$ cat src/rtl/ght_pkg.sv
`default_nettype none

package ght_pkg;

	localparam int DEF_SLOT_COUNT = 64;
	localparam int DEF_OWNER_BITS = 16;

	localparam int OWNER_FIELD_W = 16;
	localparam int GEN_W         = 24;
	localparam int GRP_W         = 8;
	localparam int GRP_OFF_W     = 3;

	localparam logic [7:0]       TAG_VALUE = 8'h44;
	localparam logic [GEN_W-1:0] GEN_MAX   = 24'hFF_FFFF;
	localparam logic [GEN_W-1:0] GEN_FIRST = 24'h00_0001;

	localparam logic [1:0] OP_CREATE  = 2'd0;
	localparam logic [1:0] OP_LOOKUP  = 2'd1;
	localparam logic [1:0] OP_DESTROY = 2'd2;

	localparam logic [1:0] ST_OK      = 2'd0;
	localparam logic [1:0] ST_INVALID = 2'd1;
	localparam logic [1:0] ST_FULL    = 2'd2;

	typedef struct packed {
		logic [1:0]               opcode;
		logic [63:0]              handle_in;
		logic [OWNER_FIELD_W-1:0] owner_id;
	} ght_req_t;

	typedef struct packed {
		logic [1:0]  status;
		logic [63:0] handle_out;
		logic [5:0]  slot_index;
	} ght_rsp_t;

	typedef struct packed {
		logic capture;
		logic find;
		logic exec;
	} ght_cmd_t;

	typedef enum logic [2:0] {
		FSM_IDLE = 3'b001,
		FSM_FIND = 3'b010,
		FSM_EXEC = 3'b100
	} ght_state_t;

endpackage

`default_nettype wire

$ cat src/rtl/generational_handle_table.sv
`default_nettype none

// generational handle table: a fixed table of slots hands out 64-bit handles
// (tag 0x44 in bits 63..56, slot generation in 55..32, slot index plus one in
// 31..0). create takes the lowest free slot, lookup checks a handle against
// tag, index, generation, occupancy and owner, destroy checks the same way,
// frees the slot and advances its generation (0xffffff wraps to 1).
// a transaction is taken when start is high and busy is low. its result
// is registered on rsp as the execute state ends, with done high for
// exactly one cycle; the receiver cannot stall, so it must take rsp in that
// cycle. busy is low again in the done cycle, so a new transaction may start
// then; none is taken while busy is high.
// the steps are: capture plus first level of the free-slot search,
// second level of the search plus the registered table read, then the
// table write and result register. the table is usable straight after reset,
// with no clearing pass.

module generational_handle_table
	import ght_pkg::*;
#(
	parameter int SLOT_COUNT = DEF_SLOT_COUNT,
	parameter int OWNER_BITS = DEF_OWNER_BITS
) (
	input  wire logic     clk,
	input  wire logic     arst_n,
	input  wire logic     start,
	output logic          busy,
	input  wire ght_req_t req,
	output logic          done,
	output ght_rsp_t      rsp
);

	// command bundle from the sequencer to the datapath
	ght_cmd_t cmd;

	// sequencer: idle, search/read, execute
	ght_ctrl u_ctrl (
		.clk    (clk),
		.arst_n (arst_n),
		.start  (start),
		.busy   (busy),
		.cmd    (cmd),
		.done   (done)
	);

	// slot table, free-slot search and handle checks
	ght_dpath #(
		.SLOT_COUNT (SLOT_COUNT),
		.OWNER_BITS (OWNER_BITS)
	) u_dpath (
		.clk    (clk),
		.arst_n (arst_n),
		.cmd    (cmd),
		.req    (req),
		.rsp    (rsp)
	);

endmodule

`default_nettype wire

$ cat src/rtl/ght_ctrl.sv
`default_nettype none

module ght_ctrl
	import ght_pkg::*;
(
	input  wire logic clk,
	input  wire logic arst_n,
	input  wire logic start,
	output logic      busy,
	output ght_cmd_t  cmd,
	output logic      done
);

	ght_state_t state_q;
	ght_state_t state_d;
	logic       done_q;

	always_comb begin
		state_d = state_q;
		unique case (state_q)
			FSM_IDLE: begin
				if (start) begin
					state_d = FSM_FIND;
				end
			end
			FSM_FIND: state_d = FSM_EXEC;
			FSM_EXEC: state_d = FSM_IDLE;
			default:  state_d = FSM_IDLE;
		endcase
	end

	always_ff @(posedge clk or negedge arst_n) begin
		if (!arst_n) begin
			state_q <= FSM_IDLE;
			done_q  <= 1'b0;
		end else begin
			state_q <= state_d;
			done_q  <= (state_q == FSM_EXEC);
		end
	end

	assign busy        = (state_q != FSM_IDLE);
	assign cmd.capture = (state_q == FSM_IDLE) && start;
	assign cmd.find    = (state_q == FSM_FIND);
	assign cmd.exec    = (state_q == FSM_EXEC);
	assign done        = done_q;

endmodule

`default_nettype wire

$ cat src/rtl/ght_dpath.sv
`default_nettype none

module ght_dpath
	import ght_pkg::*;
#(
	parameter int SLOT_COUNT = DEF_SLOT_COUNT,
	parameter int OWNER_BITS = DEF_OWNER_BITS
) (
	input  wire logic     clk,
	input  wire logic     arst_n,
	input  wire ght_cmd_t cmd,
	input  wire ght_req_t req,
	output ght_rsp_t      rsp
);

	localparam int IDX_W  = (SLOT_COUNT > 1) ? $clog2(SLOT_COUNT) : 1;
	localparam int OWN_W  = (OWNER_BITS < OWNER_FIELD_W) ? OWNER_BITS : OWNER_FIELD_W;
	localparam int NGRP   = (SLOT_COUNT + GRP_W - 1) / GRP_W;
	localparam int PAD    = NGRP * GRP_W;
	localparam int GSEL_W = (NGRP > 1) ? $clog2(NGRP) : 1;
	localparam int CAND_W = GSEL_W + GRP_OFF_W;

	// table state
	logic [SLOT_COUNT-1:0] busy_q;
	logic [SLOT_COUNT-1:0] genv_q;
	logic [GEN_W-1:0]      gen_mem [SLOT_COUNT];
	logic [OWN_W-1:0]      own_mem [SLOT_COUNT];

	// captured request
	logic [1:0]       op_q;
	logic [63:0]      hdl_q;
	logic [OWN_W-1:0] own_q;

	// first level of the free-slot search
	logic [NGRP-1:0]      grp_free_q;
	logic [GRP_OFF_W-1:0] grp_off_q [NGRP];
	logic [NGRP-1:0]      grp_free_d;
	logic [GRP_OFF_W-1:0] grp_off_d [NGRP];
	logic [PAD-1:0]       free_pad;

	// second level and address select
	logic              grp_hit;
	logic [GSEL_W-1:0] grp_sel;
	logic [CAND_W-1:0] cand;
	logic [31:0]       hidx;
	logic [IDX_W-1:0]  addr;
	logic              hdr_ok;

	// registered table read
	logic [IDX_W-1:0] slot_q;
	logic             full_q;
	logic             hdr_ok_q;
	logic [GEN_W-1:0] gen_rd_q;
	logic [OWN_W-1:0] own_rd_q;
	logic             busy_rd_q;
	logic             genv_rd_q;

	logic [GEN_W-1:0] gen_cur;
	logic [GEN_W-1:0] gen_next;
	logic             chk_ok;
	logic [IDX_W+5:0] slot_ext;
	ght_rsp_t         rsp_d;
	ght_rsp_t         rsp_q;

	always_comb begin
		free_pad = PAD'(~busy_q);
		for (int g = 0; g < NGRP; g++) begin
			grp_free_d[g] = 1'b0;
			grp_off_d[g]  = '0;
			for (int b = GRP_W - 1; b >= 0; b--) begin
				if (free_pad[g*GRP_W + b]) begin
					grp_free_d[g] = 1'b1;
					grp_off_d[g]  = GRP_OFF_W'(b);
				end
			end
		end
	end

	always_comb begin
		grp_hit = 1'b0;
		grp_sel = '0;
		for (int g = NGRP - 1; g >= 0; g--) begin
			if (grp_free_q[g]) begin
				grp_hit = 1'b1;
				grp_sel = GSEL_W'(g);
			end
		end
		cand = {grp_sel, grp_off_q[grp_sel]};
		hidx = hdl_q[31:0] - 32'd1;
		if (op_q == OP_CREATE) begin
			addr = cand[IDX_W-1:0];
		end else begin
			addr = hidx[IDX_W-1:0];
		end
		hdr_ok = (hdl_q[63:56] == TAG_VALUE) && (hdl_q[31:0] != 32'd0) &&
			(hdl_q[55:32] != '0) && (hdl_q[31:0] <= 32'(SLOT_COUNT));
	end

	always_ff @(posedge clk) begin
		if (cmd.capture) begin
			op_q  <= req.opcode;
			hdl_q <= req.handle_in;
			own_q <= req.owner_id[OWN_W-1:0];
			grp_free_q <= grp_free_d;
			grp_off_q  <= grp_off_d;
		end
		if (cmd.find) begin
			slot_q    <= addr;
			full_q    <= !grp_hit;
			hdr_ok_q  <= hdr_ok;
			gen_rd_q  <= gen_mem[addr];
			own_rd_q  <= own_mem[addr];
			busy_rd_q <= busy_q[addr];
			genv_rd_q <= genv_q[addr];
		end
	end

	always_comb begin
		gen_cur  = genv_rd_q ? gen_rd_q : GEN_FIRST;
		gen_next = (gen_cur == GEN_MAX) ? GEN_FIRST : gen_cur + GEN_FIRST;
		chk_ok   = hdr_ok_q && busy_rd_q && (gen_cur == hdl_q[55:32]) &&
			(own_rd_q == own_q);
		slot_ext = {6'd0, slot_q};
	end

	// memories: written on the execute cycle only
	always_ff @(posedge clk) begin
		if (cmd.exec) begin
			if ((op_q == OP_CREATE) && !full_q) begin
				own_mem[slot_q] <= own_q;
			end
			if ((op_q == OP_DESTROY) && chk_ok) begin
				gen_mem[slot_q] <= gen_next;
			end
		end
	end

	always_ff @(posedge clk or negedge arst_n) begin
		if (!arst_n) begin
			busy_q <= '0;
			genv_q <= '0;
		end else if (cmd.exec) begin
			if ((op_q == OP_CREATE) && !full_q) begin
				busy_q[slot_q] <= 1'b1;
			end
			if ((op_q == OP_DESTROY) && chk_ok) begin
				busy_q[slot_q] <= 1'b0;
				genv_q[slot_q] <= 1'b1;
			end
		end
	end

	always_comb begin
		rsp_d.status     = ST_INVALID;
		rsp_d.handle_out = '0;
		rsp_d.slot_index = '0;
		case (op_q) inside
			OP_CREATE: begin
				if (full_q) begin
					rsp_d.status = ST_FULL;
				end else begin
					rsp_d.status     = ST_OK;
					rsp_d.handle_out = {TAG_VALUE, gen_cur, 32'(slot_q) + 32'd1};
					rsp_d.slot_index = slot_ext[5:0];
				end
			end
			OP_LOOKUP, OP_DESTROY: begin
				if (chk_ok) begin
					rsp_d.status     = ST_OK;
					rsp_d.slot_index = slot_ext[5:0];
				end
			end
			default: begin
				rsp_d.status = ST_INVALID;
			end
		endcase
	end

	always_ff @(posedge clk) begin
		if (cmd.exec) begin
			rsp_q <= rsp_d;
		end
	end

	assign rsp = rsp_q;

endmodule

`default_nettype wire
$ cat config.mk
export PLATFORM = sky130hd
export DESIGN_NAME = generational_handle_table
export DESIGN_NICKNAME = d
export VERILOG_FILES = /design/src/rtl/ght_pkg.sv /design/src/rtl/generational_handle_table.sv /design/src/rtl/ght_ctrl.sv /design/src/rtl/ght_dpath.sv
export SDC_FILE = /design/constraint.sdc
export NUM_CORES = 2
export LEC_CHECK = 0
export BUFFER_PORTS_ARGS = -buffer_cell sky130_fd_sc_hd__buf_2
export CAP_MARGIN = 40
export CORE_AREA = 2 2 486 681
export CTS_CLUSTER_DIAMETER = 30
export CTS_CLUSTER_SIZE = 25
export DETAILED_ROUTE_END_ITERATION = 16
export DIE_AREA = 0 0 488 683
export PLACE_DENSITY_LB_ADDON = 0.2
export RECOVER_POWER = 50
export SLEW_MARGIN = 5
export SYNTH_ARGS = -nofsm -noshare
export SYNTH_HDL_FRONTEND = slang
export SYNTH_SLANG_ARGS = --single-unit
$ cat constraint.sdc
create_clock -name clk -period 10.6 [get_ports clk]
set_input_delay 2.12 -clock clk [delete_from_list [all_inputs] [get_ports clk]]
set_output_delay 2.12 -clock clk [all_outputs]
set_load 0.1 [all_outputs]
==> qor.log <==
[outcome] status finished with violations
[outcome] violations in the final reports capacitance limit, slew limit
[place] GP Congestion 0.8771
[cts] Resize count post-CTS 0
[critical_path] count of cell instances traversed by the critical path 14
[logic_synthesis] sequential area share after synthesis 0.7559
[critical_path] endpoint type of the worst setup path register
[layout] layout overhead on the synthesized area 21.92%
[timing] final-report max-slew violation count 2009
[logic_synthesis] Synth async-reset ratio 0.04558
[detailed_routing] total vias in the final route 76410
[logic_synthesis] number of different library cells in the post-synthesis netlist 83
[detailed_routing] vias per cell 5.429
[cts] clk slew on worst S/H paths 0.05 ns
[floorplanning] die area 333300 µm²
[cts] maximum clock path buffer count 4
[logic_synthesis] summed instance area of the synthesized netlist 114200 µm²
[floorplanning] area inside the core boundary 327400 µm²
[floorplanning] Die Span Y 683 µm
[pwr] switching power share of the total 0.3187
[cts] clock tree from TritonCTS built
[cts] number of buffers added by the clock tree synthesis step 537
[logic_synthesis] Synth top cells by count sky130_fd_sc_hd__edfxtp_1 (2764), sky130_fd_sc_hd__nand2_1 (2647), sky130_fd_sc_hd__a21oi_1 (706)
[critical_path] biggest cell delay along the critical path 2.37 ns
[grt] number of global-route vias before repair 74970
[detailed_routing] DR pass1 iterations 6
[layout] final std cell area, no fill 139200 µm²
[timing] final hold viol count 0
[place] half-perimeter wire length after placement 233.1 mm
[logic_synthesis] share of the synthesized area in the top cell type 0.7270
[grt] global-route usage over all layers 0.2373
[floorplanning] Die X-Extent 488 µm
[critical_path] type of the worst setup path register to register
[critical_path] critical path required time 11.14 ns
[timing] Rel. slew slack -1.595
[logic_synthesis] cell types occupying the most area after synthesis sky130_fd_sc_hd__edfxtp_1 (73%), sky130_fd_sc_hd__nand2_1 (8.7%), sky130_fd_sc_hd__a21oi_1 (3.1%)
[floorplanning] cell row count 249
[timing] worst clock skew 0.08061 ns
[timing] Final Critical Period 8.123 ns
[grt] global-route wire length before repair 564.6 mm
[critical_path] highest fanout seen on the critical path 65
[critical_path] critical path launch point type register
[detailed_routing] Avg WL per Cell 28.75 µm
[logic_synthesis] Mapped Cells 8757
[place] cell area after placement 122000 µm²
[grt] pin count of the biggest net entering global routing 176
[critical_path] dominant cell type by count on the critical path sky130_fd_sc_hd__buf_4
[critical_path] master of the slowest instance on the critical path sky130_fd_sc_hd__clkbuf_1
[timing] post-route setup TNS 0 ns
[hold_path] class of the most critical hold timing path register to register
[cts] master cell of the clock root buffer sky130_fd_sc_hd__clkbuf_16
[pwr] design internal power 26.06 mW
[critical_path] list of cells traversed by the critical path clkbuf_1 > xor2_1 > nor4_1 > buf_4 > and4_1 > o2111a_1 > nand3_1 > nor4_1 > buf_4 > nand2_4 > buf_4 > buf_16 > nor2_4 > buf_4
[pwr] register share of total power 0.353
[pwr] Logic pwr share 0.204
[layout] share of post-route cells with drive strength above 1 0.1413
[cts] number of clock sinks 2896
[detailed_routing] post-route ant nets 0
[detailed_routing] drt drc 0
[pwr] share of power burned in the clock network 0.443
[timing] worst path setup slack after routing 2.477 ns
[timing] setup repair after global routing missed its margin false
[cts] number of post-CTS setup repair buffers 0
[grt] initial antenna violation count 22
[critical_path] kind of cell with the highest combined delay on the critical path buffers and inverters
[cts] count of hold-fix buffers inserted at cts 0
[floorplanning] Initial Utilization 0.3487
[detailed_routing] drt total wl 404.6 mm
[pwr] leakage power summed over all cells 47.58 nW
[hold_path] depth of the worst hold-timing path 1
[logic_synthesis] flop and latch count out of synthesis 2896
[logic_synthesis] Most used DFF post-synth sky130_fd_sc_hd__edfxtp_1
[place] placement-stage worst setup slack 4.629 ns
[detailed_routing] DRC marker count from the first detailed-route iteration 8361
[critical_path] WP buf/inv 6
[job] max-cap violations 50
[critical_path] Worst R2R Path Depth 14
[pwr] highest ir drop seen on vdd 190.3 µV
[logic_synthesis] EDFF count, synth 2764
[logic_synthesis] yosys synthesis warning count 0
[logic_synthesis] post-synthesis average cell area 13.04 µm²
[logic_synthesis] top-count cell post-synth sky130_fd_sc_hd__edfxtp_1
[pwr] post-layout power 38.24 mW
[floorplanning] number of primary I/O pins 159
[logic_synthesis] post-synth top area cell sky130_fd_sc_hd__edfxtp_1
[pwr] switching power 12.19 mW
[timing] final-report setup violation count 0
[timing] final clock period utilization by the worst path 0.7663
[layout] number of nets in the final layout 9320
[timing] worst slew pin tran 3.892 ns
[grt] residual overflow from global routing 0
[timing] maximum frequency from static timing analysis 123.1 MHz
[pwr] Power Density 274.7 nW/µm²
[cts] number of H-tree branching levels 6
[critical_path] data arrival time of the critical path 8.67 ns
[place] count of input and output buffers 127
[cts] clock insertion delay at the later pin of the skew report 0.94 ns
## stage by stage
stage / hold WS, ns / cells / utilization
after floorplan: 0.4366 / 8787 / -
after global placement: 0.4501 / 13030 / 0.3700
after detailed placement: 0.4512 / 13080 / 0.3726
after CTS: 0.4639 / 14050 / 0.4274
after global routing: 0.4666 / 14060 / 0.4251
final: 0.4618 / 14070 / 0.4251
## registers in the layout (all words and copies together), names as in the netlist, 2 cells and up, named ones only
name / count
u_dpath.own_rd_q: 16
u_dpath.gen_rd_q: 24
u_dpath.grp_off_q: 24
u_dpath.rsp: 40
u_dpath.own_mem: 1024
u_dpath.gen_mem: 1536
u_dpath.genv_q: 64
u_ctrl.state_q: 3
u_dpath.grp_free_q: 8
u_dpath.hdl_q: 64
u_dpath.slot_q: 6
u_dpath.own_q: 16
u_dpath.op_q: 2
## cell type report
| type | count | area, µm² |
|---|---|---|
| diodes | 24 | 60.06 |
| clock buffers | 621 | 14000 |
| clock inverters | 345 | 3950 |
| fillers | 29890 | 188200 |
| inverters | 38 | 166.4 |
| multi-input cells | 5311 | 26200 |
| flip-flops and latches | 2896 | 86300 |
| well taps | 4392 | 5495 |
| repair buffers | 446 | 3028 |
## worst reg2reg max path: cells and delay by family, from the launching register on
kind | cells | cell delay, ns
AOI/OAI and AO/OA | 1 | 0.20
xor gates and xnor gates | 1 | 0.40
buffers and inverters | 6 | 4.07
DFF | 1 | 0.32
and+or+nand+nor | 6 | 2.73
## power by group through the flow
stage / clock, mW / sequential (mW) / combinational, mW
floorplan: 0 / 13.7 / 4.29
global placement: 0 / 13.6 / 7.72
detailed placement: 0 / 13.6 / 7.84
CTS: 17.1 / 13.4 / 7.86
global route: 17.7 / 13.5 / 8.28
finish: 16.9 / 13.5 / 7.81
## cell usage in the layout, fill, tap and decap left out, drive strengths merged, types with 22 or more instances in the layout
cell type | synthesis | final
edfxtp | 2764 | 2764
nand2 | 2649 | 2649
clkbuf | 256 | 773
a21oi | 708 | 708
nand3 | 550 | 550
buf | 286 | 294
nor2 | 213 | 213
a31oi | 172 | 172
clkinv | 0 | 172
nand4 | 169 | 169
nor4 | 158 | 158
dfrtp | 131 | 131
o21ai | 128 | 128
inv | 38 | 103
mux2i | 74 | 74
or2 | 66 | 66
bufinv | 0 | 59
clkinvlp | 0 | 49
and3 | 42 | 42
nor3 | 41 | 41
or4 | 37 | 37
conb | 1 | 31
xnor2 | 30 | 30
diode | 0 | 24
a32oi | 23 | 23
o22ai | 22 | 22
## routing by layer
layer	vias to the layer above	GRT usage	wire length, µm
met4	4	0.1329	25140
met1	38950	0.2849	152200
met5	-	0	24
li1	33080	-	-
met3	896	0.03732	27470
met2	3478	0.4059	199700
## cell families (layout without fill, tap and decap cells)
group,count (synthesis),count (layout),share of synthesized area
buf+inv,580,1450,0.02254
other cells,1,55,0.00003284
compound gates,1142,1142,0.05605
mux,99,99,0.01083
simple gates,3985,3985,0.1503
xor+xnor,49,49,0.003759
fa+ha+maj,5,5,0.0005479
flops,2896,2896,0.7559
## final timing paths
path	start	endpoint	slack (ns)
setup / recovery	u_dpath.own_q[2]	u_dpath.gen_mem[0][16]	2.48
min in group asynchronous	arst_n	u_dpath.genv_q[58]	1.54
hold / removal	u_dpath.genv_q[19]	u_dpath.genv_q[19]	0.46
setup reg to reg	u_dpath.own_q[2]	u_dpath.gen_mem[0][16]	2.48
hold reg to reg	u_dpath.genv_q[19]	u_dpath.genv_q[19]	0.46
max in group asynchronous	arst_n	asynchronous set/reset pin	3.64
Power figures use the tool's default switching activity.
